`config.mk`:
```
export PLATFORM = sky130hd
export DESIGN_NAME = dpa_fadd
export DESIGN_NICKNAME = d
export VERILOG_FILES = /design/src/hw/rtl/dpa_pkg.sv /design/src/hw/rtl/dpa_fadd.sv
export SDC_FILE = /design/constraint.sdc
export NUM_CORES = 1
export LEC_CHECK = 0
export BUFFER_PORTS_ARGS = -buffer_cell sky130_fd_sc_hd__buf_2
export CORE_UTILIZATION = 55
export CTS_CLUSTER_SIZE = 10
export DETAILED_ROUTE_END_ITERATION = 16
export GPL_TIMING_DRIVEN = 0
export PLACE_DENSITY = 0.77
export REMOVE_ABC_BUFFERS = 1
export SLEW_MARGIN = 40
export SYNTH_ARGS = -nofsm -noshare
export SYNTH_HDL_FRONTEND = slang
export SYNTH_SLANG_ARGS = --single-unit
```
`constraint.sdc`:
```
create_clock -name clk_i -period 13.3 [get_ports clk_i]
set_input_delay 1.995 -clock clk_i [delete_from_list [all_inputs] [get_ports clk_i]]
set_output_delay 1.995 -clock clk_i [all_outputs]
set_load 0.03 [all_outputs]
```
`src/hw/rtl/dpa_pkg.sv`:
```
// ----------------------------------------------------------------------------
// dpa_pkg
// Shared constants, types and helper functions of the FP64 dot product unit.
// ----------------------------------------------------------------------------
`default_nettype none

package dpa_pkg;

  localparam int unsigned LANES    = 4;
  localparam int unsigned FMUL_LAT = 4;
  localparam int unsigned FADD_LAT = 4;
  localparam int unsigned SQ_DEPTH = 4;
  localparam int unsigned PIPE_LAT = FMUL_LAT + 2 * FADD_LAT;

  localparam logic [63:0] CANON_NAN = 64'h7FF8_0000_0000_0000;
  localparam logic [63:0] NEG_ZERO  = 64'h8000_0000_0000_0000;
  localparam logic [10:0] EXP_MAX   = 11'h7FF;
  localparam logic [12:0] EXP_OVF   = 13'd2047;

  typedef struct packed {
    logic        last;
    logic [63:0] sum;
  } blk_t;

  // Leading zero count of a 106-bit word; 106 when the word is zero.
  function automatic logic [6:0] lzc106(input logic [105:0] v);
    logic [6:0] n;
    logic       found;
    n     = 7'd106;
    found = 1'b0;
    for (int i = 105; i >= 0; i--) begin
      if (!found && v[i]) begin
        n     = 7'(105 - i);
        found = 1'b1;
      end
    end
    return n;
  endfunction

  // Rounds a normalized mantissa (hidden bit at 55, guard at 2, round and
  // sticky below) to nearest even and packs it. A missing hidden bit means a
  // subnormal, and a rounding carry moves the value up one binade naturally.
  function automatic logic [63:0] round_pack(input logic s, input logic [12:0] e,
                                             input logic [55:0] m);
    logic [10:0] ef;
    logic        inc;
    logic [62:0] mag;
    inc = m[2] & (m[3] | m[1] | m[0]);
    ef  = m[55] ? e[10:0] : 11'd0;
    mag = {ef, m[54:3]} + {62'd0, inc};
    if (e >= EXP_OVF) begin
      return {s, EXP_MAX, 52'd0};
    end else begin
      return {s, mag};
    end
  endfunction

endpackage

`default_nettype wire

```
`src/hw/rtl/dpa_fadd.sv`:
```
// ----------------------------------------------------------------------------
// dpa_fadd
// Four-stage binary64 adder, round to nearest even, full subnormals.
// ----------------------------------------------------------------------------
`default_nettype none

module dpa_fadd
  import dpa_pkg::*;
(
  input  wire logic        clk_i,
  input  wire logic [63:0] a_i,
  input  wire logic [63:0] b_i,
  output logic      [63:0] s_o
);

  // Stage 1: classify, order by magnitude, align the smaller operand.
  logic        a_nan, b_nan, a_inf, b_inf, swap;
  logic [63:0] big, sml;
  logic [10:0] eb, es, d;
  logic [55:0] mb, ms, al;
  logic        st;

  always_comb begin
    a_nan = (a_i[62:52] == EXP_MAX) && (a_i[51:0] != 52'd0);
    b_nan = (b_i[62:52] == EXP_MAX) && (b_i[51:0] != 52'd0);
    a_inf = (a_i[62:52] == EXP_MAX) && (a_i[51:0] == 52'd0);
    b_inf = (b_i[62:52] == EXP_MAX) && (b_i[51:0] == 52'd0);
    swap  = b_i[62:0] > a_i[62:0];
    big   = swap ? b_i : a_i;
    sml   = swap ? a_i : b_i;
    eb    = (big[62:52] == 11'd0) ? 11'd1 : big[62:52];
    es    = (sml[62:52] == 11'd0) ? 11'd1 : sml[62:52];
    d     = eb - es;
    mb    = {|big[62:52], big[51:0], 3'd0};
    ms    = {|sml[62:52], sml[51:0], 3'd0};
    if (d > 11'd55) begin
      al = 56'd0;
      st = |ms;
    end else begin
      al = ms >> d[5:0];
      st = |(ms & ~({56{1'b1}} << d[5:0]));
    end
  end

  logic        s1_nan_q, s1_inf_q, s1_infs_q, s1_sign_q, s1_zs_q, s1_sub_q;
  logic [10:0] s1_e_q;
  logic [55:0] s1_mb_q, s1_al_q;

  always_ff @(posedge clk_i) begin
    s1_nan_q  <= a_nan | b_nan | (a_inf & b_inf & (a_i[63] ^ b_i[63]));
    s1_inf_q  <= a_inf | b_inf;
    s1_infs_q <= a_inf ? a_i[63] : b_i[63];
    s1_sign_q <= big[63];
    // An exact zero from opposite signs is +0 under round to nearest.
    s1_zs_q   <= a_i[63] & b_i[63];
    s1_sub_q  <= a_i[63] ^ b_i[63];
    s1_e_q    <= eb;
    s1_mb_q   <= mb;
    s1_al_q   <= {al[55:1], al[0] | st};
  end

  // Stage 2: magnitude add or subtract.
  logic        s2_nan_q, s2_inf_q, s2_infs_q, s2_sign_q, s2_zs_q;
  logic [10:0] s2_e_q;
  logic [56:0] s2_sum_q;

  always_ff @(posedge clk_i) begin
    s2_nan_q  <= s1_nan_q;
    s2_inf_q  <= s1_inf_q;
    s2_infs_q <= s1_infs_q;
    s2_sign_q <= s1_sign_q;
    s2_zs_q   <= s1_zs_q;
    s2_e_q    <= s1_e_q;
    s2_sum_q  <= s1_sub_q ? ({1'b0, s1_mb_q} - {1'b0, s1_al_q})
                          : ({1'b0, s1_mb_q} + {1'b0, s1_al_q});
  end

  // Stage 3: leading zero count and normalization amount.
  logic [6:0]  lz, lzp, sh_d;
  logic [11:0] em1;
  logic [12:0] en_d;
  logic        right_d;

  always_comb begin
    lz      = lzc106({s2_sum_q, 49'd0});
    lzp     = lz - 7'd1;
    em1     = {1'b0, s2_e_q} - 12'd1;
    right_d = s2_sum_q[56];
    sh_d    = 7'd0;
    en_d    = {2'b0, s2_e_q} + 13'd1;
    if (!right_d) begin
      sh_d = ({5'd0, lzp} < em1) ? lzp : em1[6:0];
      en_d = {2'b0, s2_e_q} - {6'd0, sh_d};
    end
  end

  logic        s3_nan_q, s3_inf_q, s3_infs_q, s3_sign_q, s3_right_q;
  logic [6:0]  s3_sh_q;
  logic [12:0] s3_en_q;
  logic [56:0] s3_sum_q;

  always_ff @(posedge clk_i) begin
    s3_nan_q   <= s2_nan_q;
    s3_inf_q   <= s2_inf_q;
    s3_infs_q  <= s2_infs_q;
    s3_sign_q  <= (s2_sum_q == 57'd0) ? s2_zs_q : s2_sign_q;
    s3_right_q <= right_d;
    s3_sh_q    <= sh_d;
    s3_en_q    <= en_d;
    s3_sum_q   <= s2_sum_q;
  end

  // Stage 4: normalize, round and pack.
  logic [55:0] m;
  logic [63:0] res_d;

  always_comb begin
    if (s3_right_q) begin
      m = {s3_sum_q[56:2], |s3_sum_q[1:0]};
    end else begin
      m = s3_sum_q[55:0] << s3_sh_q;
    end
    if (s3_nan_q) begin
      res_d = CANON_NAN;
    end else if (s3_inf_q) begin
      res_d = {s3_infs_q, EXP_MAX, 52'd0};
    end else begin
      res_d = round_pack(s3_sign_q, s3_en_q, m);
    end
  end

  always_ff @(posedge clk_i) begin
    s_o <= res_d;
  end

endmodule

`default_nettype wire

```
== Word-level counts from Yosys, hierarchy flattened ==
Index checks and enable logic that the tools add are counted.
Storage, ports and cells
  register bits after elaboration: 345
  input port bits: 129
  output and inout port bits: 64
  logic and storage cells: 314
Operators by class
  $add $sub $neg: 8
  order comparisons: 4
  eq/ne operators: 2
  shift operators: 3
  multiplexer cells: 128
  bitwise operators: 13
  reduce and logical (&&, ||, !) cells: 129
Operator list (number)
  $mux W7: 58
  $mux W64: 2
  $mux W63: 2
  $logic_not A52 Y1: 2
  $reduce_bool A52 Y1: 2
  $add A63 B1 Y63: 1
  $gt A63 B63 Y1: 1
  $reduce_or A63 Y1: 1
  $logic_and A1 B1 Y1: 60
  $mux W1: 60
  $add A56 B56 Y57: 1
  $logic_not A57 Y1: 1
  $mux W57: 1
  $sub A56 B56 Y57: 1
  $and A56 B56 Y56: 1
  $logic_not A1 Y1: 56
  $mux W56: 1
  $not A56 Y56: 1
  $reduce_or A56 Y1: 1
  $shl A56 B6 Y56 const A: 1
  $shl A56 B7 Y56: 1
  $shr A56 B6 Y56: 1
  $mux W11: 3
  $eq A11 B11 Y1 const B: 2
  other kinds (16): 26

== Depth between registers and ports, before layout ==
Gate-level depths: netlist of run 1.
  depth after elaboration: 174
  gate-level depth with buffers: 33
  depth with buffers taken out: 32

== Worst setup path after synthesis of run 1 ==
No wires, ideal clock.
  kind: input to register
  from: input a_i[26]
  to: register s1_al_q[0]
  setup time: 0.136 ns
  arrival: 9.084 ns
  data required time: 13.164 ns
  slack: 4.080 ns
  stages: 29
  buffers on the path: 10
  path through: inv_1 > ha_1 > nand4_1 > nor4_1 > o311ai_0 > a21o_1 > a31oi_1 > buf_2 > buf_2 > buf_1 > buf_2 > clkbuf_1 > buf_1 > clkbuf_1 > mux2i_1 > ha_1 > xor2_1 > clkbuf_1 > buf_1 > buf_1 > nand3_1 > nand2_1 > nand2_1 > a222oi_1 > a21oi_1 > nor4_1 > nand4_1 > o41ai_1 > o211ai_1
Between the ends
  word-level cells in the longest chain between the ends: 11
  elaborated cells between the ends (all ways): 19
  those cells by class: add/sub: 1; order compare: 2; shift: 2; mux: 6; bitwise: 3; reduce/logical: 5
RTL lines
  start, declared: line dpa_fadd.sv:11  | input wire logic [63:0] a_i,
  $gt A63 B63 Y1: line dpa_fadd.sv:28  | swap = b_i[62:0] > a_i[62:0];
  $mux W64 / $mux W63 (equally long branches): line dpa_fadd.sv:29, dpa_fadd.sv:30
  $logic_not A11 Y1, on equally long branches: line dpa_fadd.sv:31, dpa_fadd.sv:32
  $mux W11, on equally long branches: line dpa_fadd.sv:31, dpa_fadd.sv:32
  $sub A11 B11 Y11: line dpa_fadd.sv:33  | d = eb - es;
  $shl A56 B6 Y56: line dpa_fadd.sv:41  | st = |(ms & ~({56{1'b1}} << d[5:0]));
  $not A56 Y56: line dpa_fadd.sv:41
  $and A56 B56 Y56: line dpa_fadd.sv:41
  $reduce_or A56 Y1: line dpa_fadd.sv:41
  $mux W1: line dpa_fadd.sv:36  | if (d > 11'd55) begin
  $or A1 B1 Y1 *: line dpa_fadd.sv:59  | s1_al_q <= {al[55:1], al[0] | st};
  end signal, assigned: line dpa_fadd.sv:59
  end, declared: line dpa_fadd.sv:47  | logic [55:0] s1_mb_q, s1_al_q;
Mark *: on every way between the ends. The rest lies on a longest branch, timed or not.
A chain may end at the register's enable or synchronous reset.

== Final worst setup path of run 1 ==
  from: input a_i[16]
  to: register s1_al_q[0]
Between the ends
  elaborated cells between the ends (all ways): 19
  those cells by class: add/sub: 1; order compare: 2; shift: 2; mux: 6; bitwise: 3; reduce/logical: 5
RTL lines
  $gt A63 B63 Y1 *: line dpa_fadd.sv:28
  $mux W64 *: line dpa_fadd.sv:29  | big = swap ? b_i : a_i;
  $logic_not A11 Y1: line dpa_fadd.sv:31  | eb = (big[62:52] == 11'd0) ? 11'd1 : big[62:52];
  $mux W11 *: line dpa_fadd.sv:31
  named net eb[7]: line dpa_fadd.sv:19  | logic [10:0] eb, es, d;
  $sub A11 B11 Y11 *: line dpa_fadd.sv:33
  $gt A11 B6 Y1 *: line dpa_fadd.sv:36
  $mux W1: line dpa_fadd.sv:36
  $or A1 B1 Y1 *: line dpa_fadd.sv:59
Mark *: on every way through the listed nets, which the timed path passes. The rest lies on a longest branch.

==> impl_results.md, run 1 <==
- Most common cell after layout, fill and taps aside: nor2_1
- Vias in the first global route: 28502
- Sequential element share of the synthesized area: 0.231
- Syn_area_per_cell: 7.89 um^2
- Setup violations, final: 0
- Worst stage delay on the critical path: 730 ps
- Die width: 235 um
- Fin. Hold Viols: 0
- Clock edge transition at the registers on the reported setup and hold paths: 60 ps
- Die Span Y: 235 um
- Hold Buf Count CTS: 0
- Leakage: 13.4 nW
- Via density: 6.72
- Clk Latency, worst-skew pair: 550 ps
- Crit path time final: 11630 ps
- CTS tree: done
- Area Growth Syn to Fin: 10.1%
- Dpl ws: 1500 ps
- Met1 wire length: 42400 um
- CP arrival: 11990 ps
- Hold slack: 309 ps
- Most frequent cells in the layout: nor2_1, nand2_1, dfxtp_1, a21oi_1, o21ai_0
- CTS root buf: clkbuf_16
- Max transition margin: 0.329
- RSZ-0062 raised after global routing: no
- Worst Setup Start Kind: input pin
- Diode count: 0
- Synth warnings: 0
- P per Cell Area: 204 nW/um^2
- Clk_skew: 25.9 ps
- Drt first pass iters: 6
- Max cap viols: 0
- Distinct cells, synth: 96
- Mean routed wirelength per cell: 24.6 um
- Worst VDD drop: 0.000125 V
- Crit path required time: 13660 ps
- Slew Limit Fails: 0
- Storage cell area: 6910 um^2
- Initial antenna violation count: 4
- Highest metal layer with signal wires: met4
- F_max: 86.0 MHz
- Setup bufs post-CTS: 0
- Antenna Nets Post-Route: 0
- Slowest cell on the critical path: nor4_1
- GRT Total Usage: 0.390
- Sink Count: 344
- Initial Util: 0.556
- Overflow after GRT: 0
- Core Region: 53700 um^2
- Die ar.: 55200 um^2
- Port bufs: 192
- I/O pin total: 193
- Critical path capture point type: register
- Post-synth EDFFs: 0
- Worst setup margin: 1670 ps
- DRT iter0 DRCs: 3716
- Met3 routed WL: 10600 um
- Status: finished clean
- HPWL Detailed: 86600 um
- CTS HTree Levels: 2
- WS Path Type: input pin to register
- Worst Hold Class: register to register
- Actual slew at the worst max-slew pin: 995 ps
- Site row count: 85
- #FFs+latches synth: 344
- Multi-input logic area: 21500 um^2
- Most numerous cell on the critical path: buf_8
- Mapped cell area: 29900 um^2
- Fraction of registers with async set/reset: 0
- Cts bufs inserted: 41
- Fraction of layout cells with a size suffix above 1: 0.137
- Routability cong.: 1.04
- Worst-path fanout max: 20
- Final worst-path cycle share: 0.875
- Final WL: 112000 um
- First-pass GRT wire length: 168000 um
- Gates resized, CTS repair: 0
- Pin count of the biggest net entering global routing: 69
- Cells after Synth: 3788
- Setup TNS: 0 ps
- Post-synth top flop: dfxtp_1
- Clk buf depth: 3
- Fillers: 4831
- Met2 routed WL: 49800 um
- Vias: 30604
- Final nets: 4177
- # DRC: 0
[through the flow]
step	power, W	std cells	cell area, um^2	util
4_1_cts	0.00657	4552	32900	0.612
5_1_grt	0.00701	4552	32900	0.613
3_3_place_gp	0.00556	4445	30700	0.572
3_5_place_dp	0.00557	4499	31700	0.591
2_1_floorplan	0.00433	3557	28900	-
6_report	0.00671	4552	32900	0.613
[cells in the mapped netlist (all sizes together) (16+ instances only)]
cell type / count / area share
or2: 17 / 0.0036
nor4: 65 / 0.015
o21a: 24 / 0.0060
clkbuf: 160 / 0.020
xnor2: 89 / 0.026
o211ai: 30 / 0.0075
o21bai: 35 / 0.0088
a2111oi: 16 / 0.0047
a21oi: 289 / 0.048
mux2: 42 / 0.016
a22o: 18 / 0.0053
mux2i: 174 / 0.058
a22oi: 34 / 0.0085
a211oi: 49 / 0.012
a31oi: 30 / 0.0063
ha: 199 / 0.083
and3: 26 / 0.0054
buf: 71 / 0.013
dfxtp: 344 / 0.23
xor2: 43 / 0.013
nand2: 352 / 0.044
o22ai: 36 / 0.0075
o21ai: 284 / 0.048
mux4: 106 / 0.080
a21o: 47 / 0.012
nor2: 388 / 0.049
nand2b: 24 / 0.0053
or3: 22 / 0.0046
inv: 213 / 0.027
o31ai: 27 / 0.0070
and2: 28 / 0.0059
nor3: 116 / 0.021
nor2b: 28 / 0.0059
nand3: 89 / 0.015
nand4: 58 / 0.012
[flip-flops by register name, indices dropped and copies added, names as in the netlist, 7 cells and up]
signal and cells:
s1_al_q 56, s1_e_q 11, s1_mb_q 53, s2_e_q 11
s2_sum_q 57, s3_en_q 13, s3_sh_q 7, s3_sum_q 56
s_o 64
[layout make-up]
class / instances / area share
clock inverters: 4 / 0.00179
clock buffers: 49 / 0.0327
well taps: 696 / 0.0265
flip-flops and latches: 344 / 0.210
multi-input cells: 2998 / 0.652
repair buffers: 246 / 0.0519
inverters: 215 / 0.0248
[cells by family after synthesis]
group,count (synthesis),synth area share
AO/OA/AOI/OAI,1080,0.231
XOR/XNOR,132,0.0387
adder cells (fa/ha/maj),202,0.0854
buffers and inverters,446,0.0601
flip-flops,344,0.231
multiplexers,322,0.154
AND/OR/NAND/NOR,1262,0.200
[worst paths after layout]
check / from / end / slack (ps) / depth (start not counted)
max: a_i[16] / s1_al_q[0] / 1670 / 32
min: s1_e_q[10] / s2_e_q[10] / 310 / 0
max reg2reg: s2_sum_q[52] / s3_en_q[11] / 4880 / 31
min reg2reg: s1_e_q[10] / s2_e_q[10] / 310 / 0
[routing by layer]
| metal | GRT usage | vias up |
|---|---|---|
| met3 | 0.0618 | 448 |
| met2 | 0.627 | 1928 |
| li1 | - | 14058 |
| met5 | 0 | - |
| met4 | 0.274 | 0 |
| met1 | 0.478 | 14170 |
[critical path, delay by kind of cell]
kind	cells	cell delay [ps]
xor+xnor	1	260
buf+inv	6	1140
compound gates	13	4510
fa+ha+maj	3	1010
simple gates	9	3050
[report_power, final]
| part | internal, W | switching [W] |
|---|---|---|
| Combinational | 0.00159 | 0.00255 |
| Clock | 0.000583 | 0.000397 |
| Sequential | 0.00130 | 0.000290 |
Power figures use the tool's default switching activity.
==> run 2: changes to the inputs <==
Settings changed: RECOVER_POWER set to 50.
Clock period 13.3 ns to 14.65 ns, I/O delays scaled along.
==> run 2 against run 1 <==
Against the previous run:
- the run now ends with capacitance limit, slew limit left
- worst setup slack better by 1100 ps
- worst hold slack lost 2.9 ps
- cell count is the same
- critical path depth unchanged
- total power shrank 9.6%
- final area decreased by 0.40%
- via count hardly changed
- routed wire length is essentially flat
- flip-flop and latch count is the same
- clock power decreased by 9.4%
- die area unchanged
- sequential share of layout area is 0.057 points higher
- critical endpoint unchanged
- largest cell class unchanged
==> impl_results.md, run 2 (same netlist as run 1, synthesis figures left out) <==
- Status: finished, violations left
- Failing checks: capacitance limit, slew limit
- R2r startpoint: s2_sum_q[56]
- Setup TNS: 0 ps (unchanged)
- Worst Setup Start Kind: input pin
- Pin count of the biggest net entering global routing: 69 (unchanged)
- Busiest layer in global routing: met2
- Clk Latency, worst-skew pair: 550 ps (about the same)
- Sequential power share: 0.238 (about the same)
- Via density: 6.72 (about the same)
- Fin. Hold Viols: 0 (unchanged)
- Pint: 0.00313 W (-9.9%)
- Worst Hold Class: register to register
- Crit path required time: 15010 ps (+1350 ps)
- First-pass GRT wire length: 168000 um (unchanged)
- P per Cell Area: 185 nW/um^2 (-9.2%)
- Switching power: 0.00294 W (-9.2%)
- R2R depth: 31 (unchanged)
- Fillers: 4885 (+1.1%)
- Worst stage delay on the critical path: 670 ps (-60 ps)
- Sink Count: 344 (unchanged)
- Largest register by flop count: s_o
- Critical path capture point type: register
- Fraction of layout cells with a size suffix above 1: 0.118 (-0.0189)
- # DRC: 0 (unchanged)
- Total chip power: 0.00607 W (-9.6%)
- Flop2flop setup slack: 6100 ps (+1220 ps)
- Worst VDD drop: 0.000114 V (-8.9%)
- Initial antenna violation count: 4 (unchanged)
- Critical hold path startpoint: s1_e_q[10]
- Cell Area, Placed: 31700 um^2 (unchanged)
- Hold Buf Count CTS: 0 (unchanged)
- Clk_skew: 27.3 ps (+1.44 ps)
- GR Util met2: 0.627 (unchanged)
- F_max: 84.3 MHz
- Final Core Density: 0.610 (-0.00242)
- Worst path top cell family by delay: compound AO/OA/AOI/OAI gates
- Setup bufs post-CTS: 0 (unchanged)
- CP arrival: 12220 ps (+230 ps)
- Clock share of power: 0.146 (about the same)
- CTS tree: done
- Core Region: 53700 um^2 (unchanged)
- Drt first pass iters: 9 (+3)
- Die width: 235 um (unchanged)
- Leakage: 13.2 nW (-1.8%)
- Final WL: 112000 um (about the same)
- Overflow after GRT: 0 (unchanged)
- Worst-path fanout max: 20 (unchanged)
- Max transition margin: -0.582 (-0.912)
- Cts bufs inserted: 41 (unchanged)
- Diode count: 0 (unchanged)
- Clk buf depth: 3 (unchanged)
- Routability cong.: 1.04 (unchanged)
- Buffers & Inverters on Critical Path: 6 (unchanged)
- Actual slew at the worst max-slew pin: 2370 ps (+1380 ps)
- Max cap viols: 3 (+3)
- Area Growth Syn to Fin: 9.71%
- Final nets: 4177 (unchanged)
- Max reg flops: 64 (unchanged)
- Slew Limit Fails: 118 (+118)
- Mean routed wirelength per cell: 24.6 um (about the same)
- Hold Crit Endpoint: s2_e_q[10]
- Die Span Y: 235 um (unchanged)
- Biggest regs: s_o x64, s2_sum_q x57
- Combinational share of power: 0.616 (about the same)
- DRT iter0 DRCs: 3702 (-0.38%)
- I/O pin total: 193 (unchanged)
- Setup violations, final: 0 (unchanged)
- Port bufs: 192 (unchanged)
- Gates resized, CTS repair: 0 (unchanged)
- Vias in the first global route: 28502 (unchanged)
- Hold Path Stages: 0 (unchanged)
- Die ar.: 55200 um^2 (unchanged)
- Switching Fraction: 0.484 (+0.00201)
- FF-to-FF End: s3_en_q[11]
- RSZ-0062 raised after global routing: no
- Crit path time final: 11860 ps
- WS Path Type: input pin to register
- Slowest cell on the critical path: nor2_1
- Antenna Nets Post-Route: 0 (unchanged)
- HPWL Detailed: 86600 um (unchanged)
- Site row count: 85 (unchanged)
- Initial Util: 0.556 (unchanged)
- Met1 GRT Util: 0.478 (unchanged)
- Most common cell after layout, fill and taps aside: nor2_1
- Most frequent cells in the layout: nor2_1, nand2_1, dfxtp_1, a21oi_1, o21ai_0
- Vias: 30583 (-0.069%)
- GRT Total Usage: 0.390 (unchanged)
- Clock edge transition at the registers on the reported setup and hold paths: 60 ps (about the same)
- CTS root buf: clkbuf_16
- Most numerous cell on the critical path: buf_8
- CTS HTree Levels: 2 (unchanged)
- Final instance area: 32800 um^2 (-0.40%)
- Met3 GRT Util: 0.0618 (unchanged)
- Final worst-path cycle share: 0.810
## run 2: per-layer routing
layer / part of all wire / up-vias
met5: 0 / -
met4: 0.080 / 0
met3: 0.092 / 446
met2: 0.44 / 1891
met1: 0.38 / 14187
li1: - / 14059
## run 2: cell type report
class / instances / area [um^2] / area share
Clock buffer: 49 / 1080 / 0.0329
Clock inverter: 4 / 58.8 / 0.00179
Inverter: 215 / 816 / 0.0249
Multi-Input combinational cell: 2998 / 21500 / 0.655
Sequential cell: 344 / 6900 / 0.211
Tap cell: 696 / 871 / 0.0266
Timing Repair Buffer: 246 / 1590 / 0.0486
## run 2: worst max-delay path by stage
stage	startpoint	to	slack, ps	depth (start not counted)
2_1_floorplan	a_i[56]	s1_al_q[0]	-7850	26
3_3_place_gp	a_i[16]	s1_al_q[0]	-19780	25
3_5_place_dp	a_i[25]	s1_al_q[0]	2650	33
4_1_cts	a_i[16]	s1_al_q[0]	3180	33
5_1_grt	a_i[48]	s1_al_q[0]	2750	31
6_report	a_i[48]	s1_al_q[0]	2790	32
## run 2: metrics by stage
step | hold WS (ps) | std cells | setup slack (ps)
final | 306 | 4552 | 2790
after floorplan | 310 | 3557 | -7850
after detailed placement | 312 | 4499 | 2650
after global routing | 312 | 4552 | 2750
after global placement | 311 | 4445 | -19780
after CTS | 302 | 4552 | 3180
## run 2: power groups by stage
stage	Clock (W)	Combinational, W	Sequential [W]
5_1_grt	0.000935	0.00393	0.00147
3_5_place_dp	0	0.00361	0.00145
4_1_cts	0.000901	0.00363	0.00143
3_3_place_gp	0	0.00357	0.00148
6_report	0.000887	0.00374	0.00145
2_1_floorplan	0	0.00238	0.00155
## run 2: worst reg2reg max path, delay by kind of cell (launching register included)
kind	cells	cell delay (ps)
and+or+nand+nor	15	4090
AOI/OAI and AO/OA	10	2550
adders and majority gates	3	750
DFF	1	630
buffers and inverters	2	360
xor gates and xnor gates	1	120
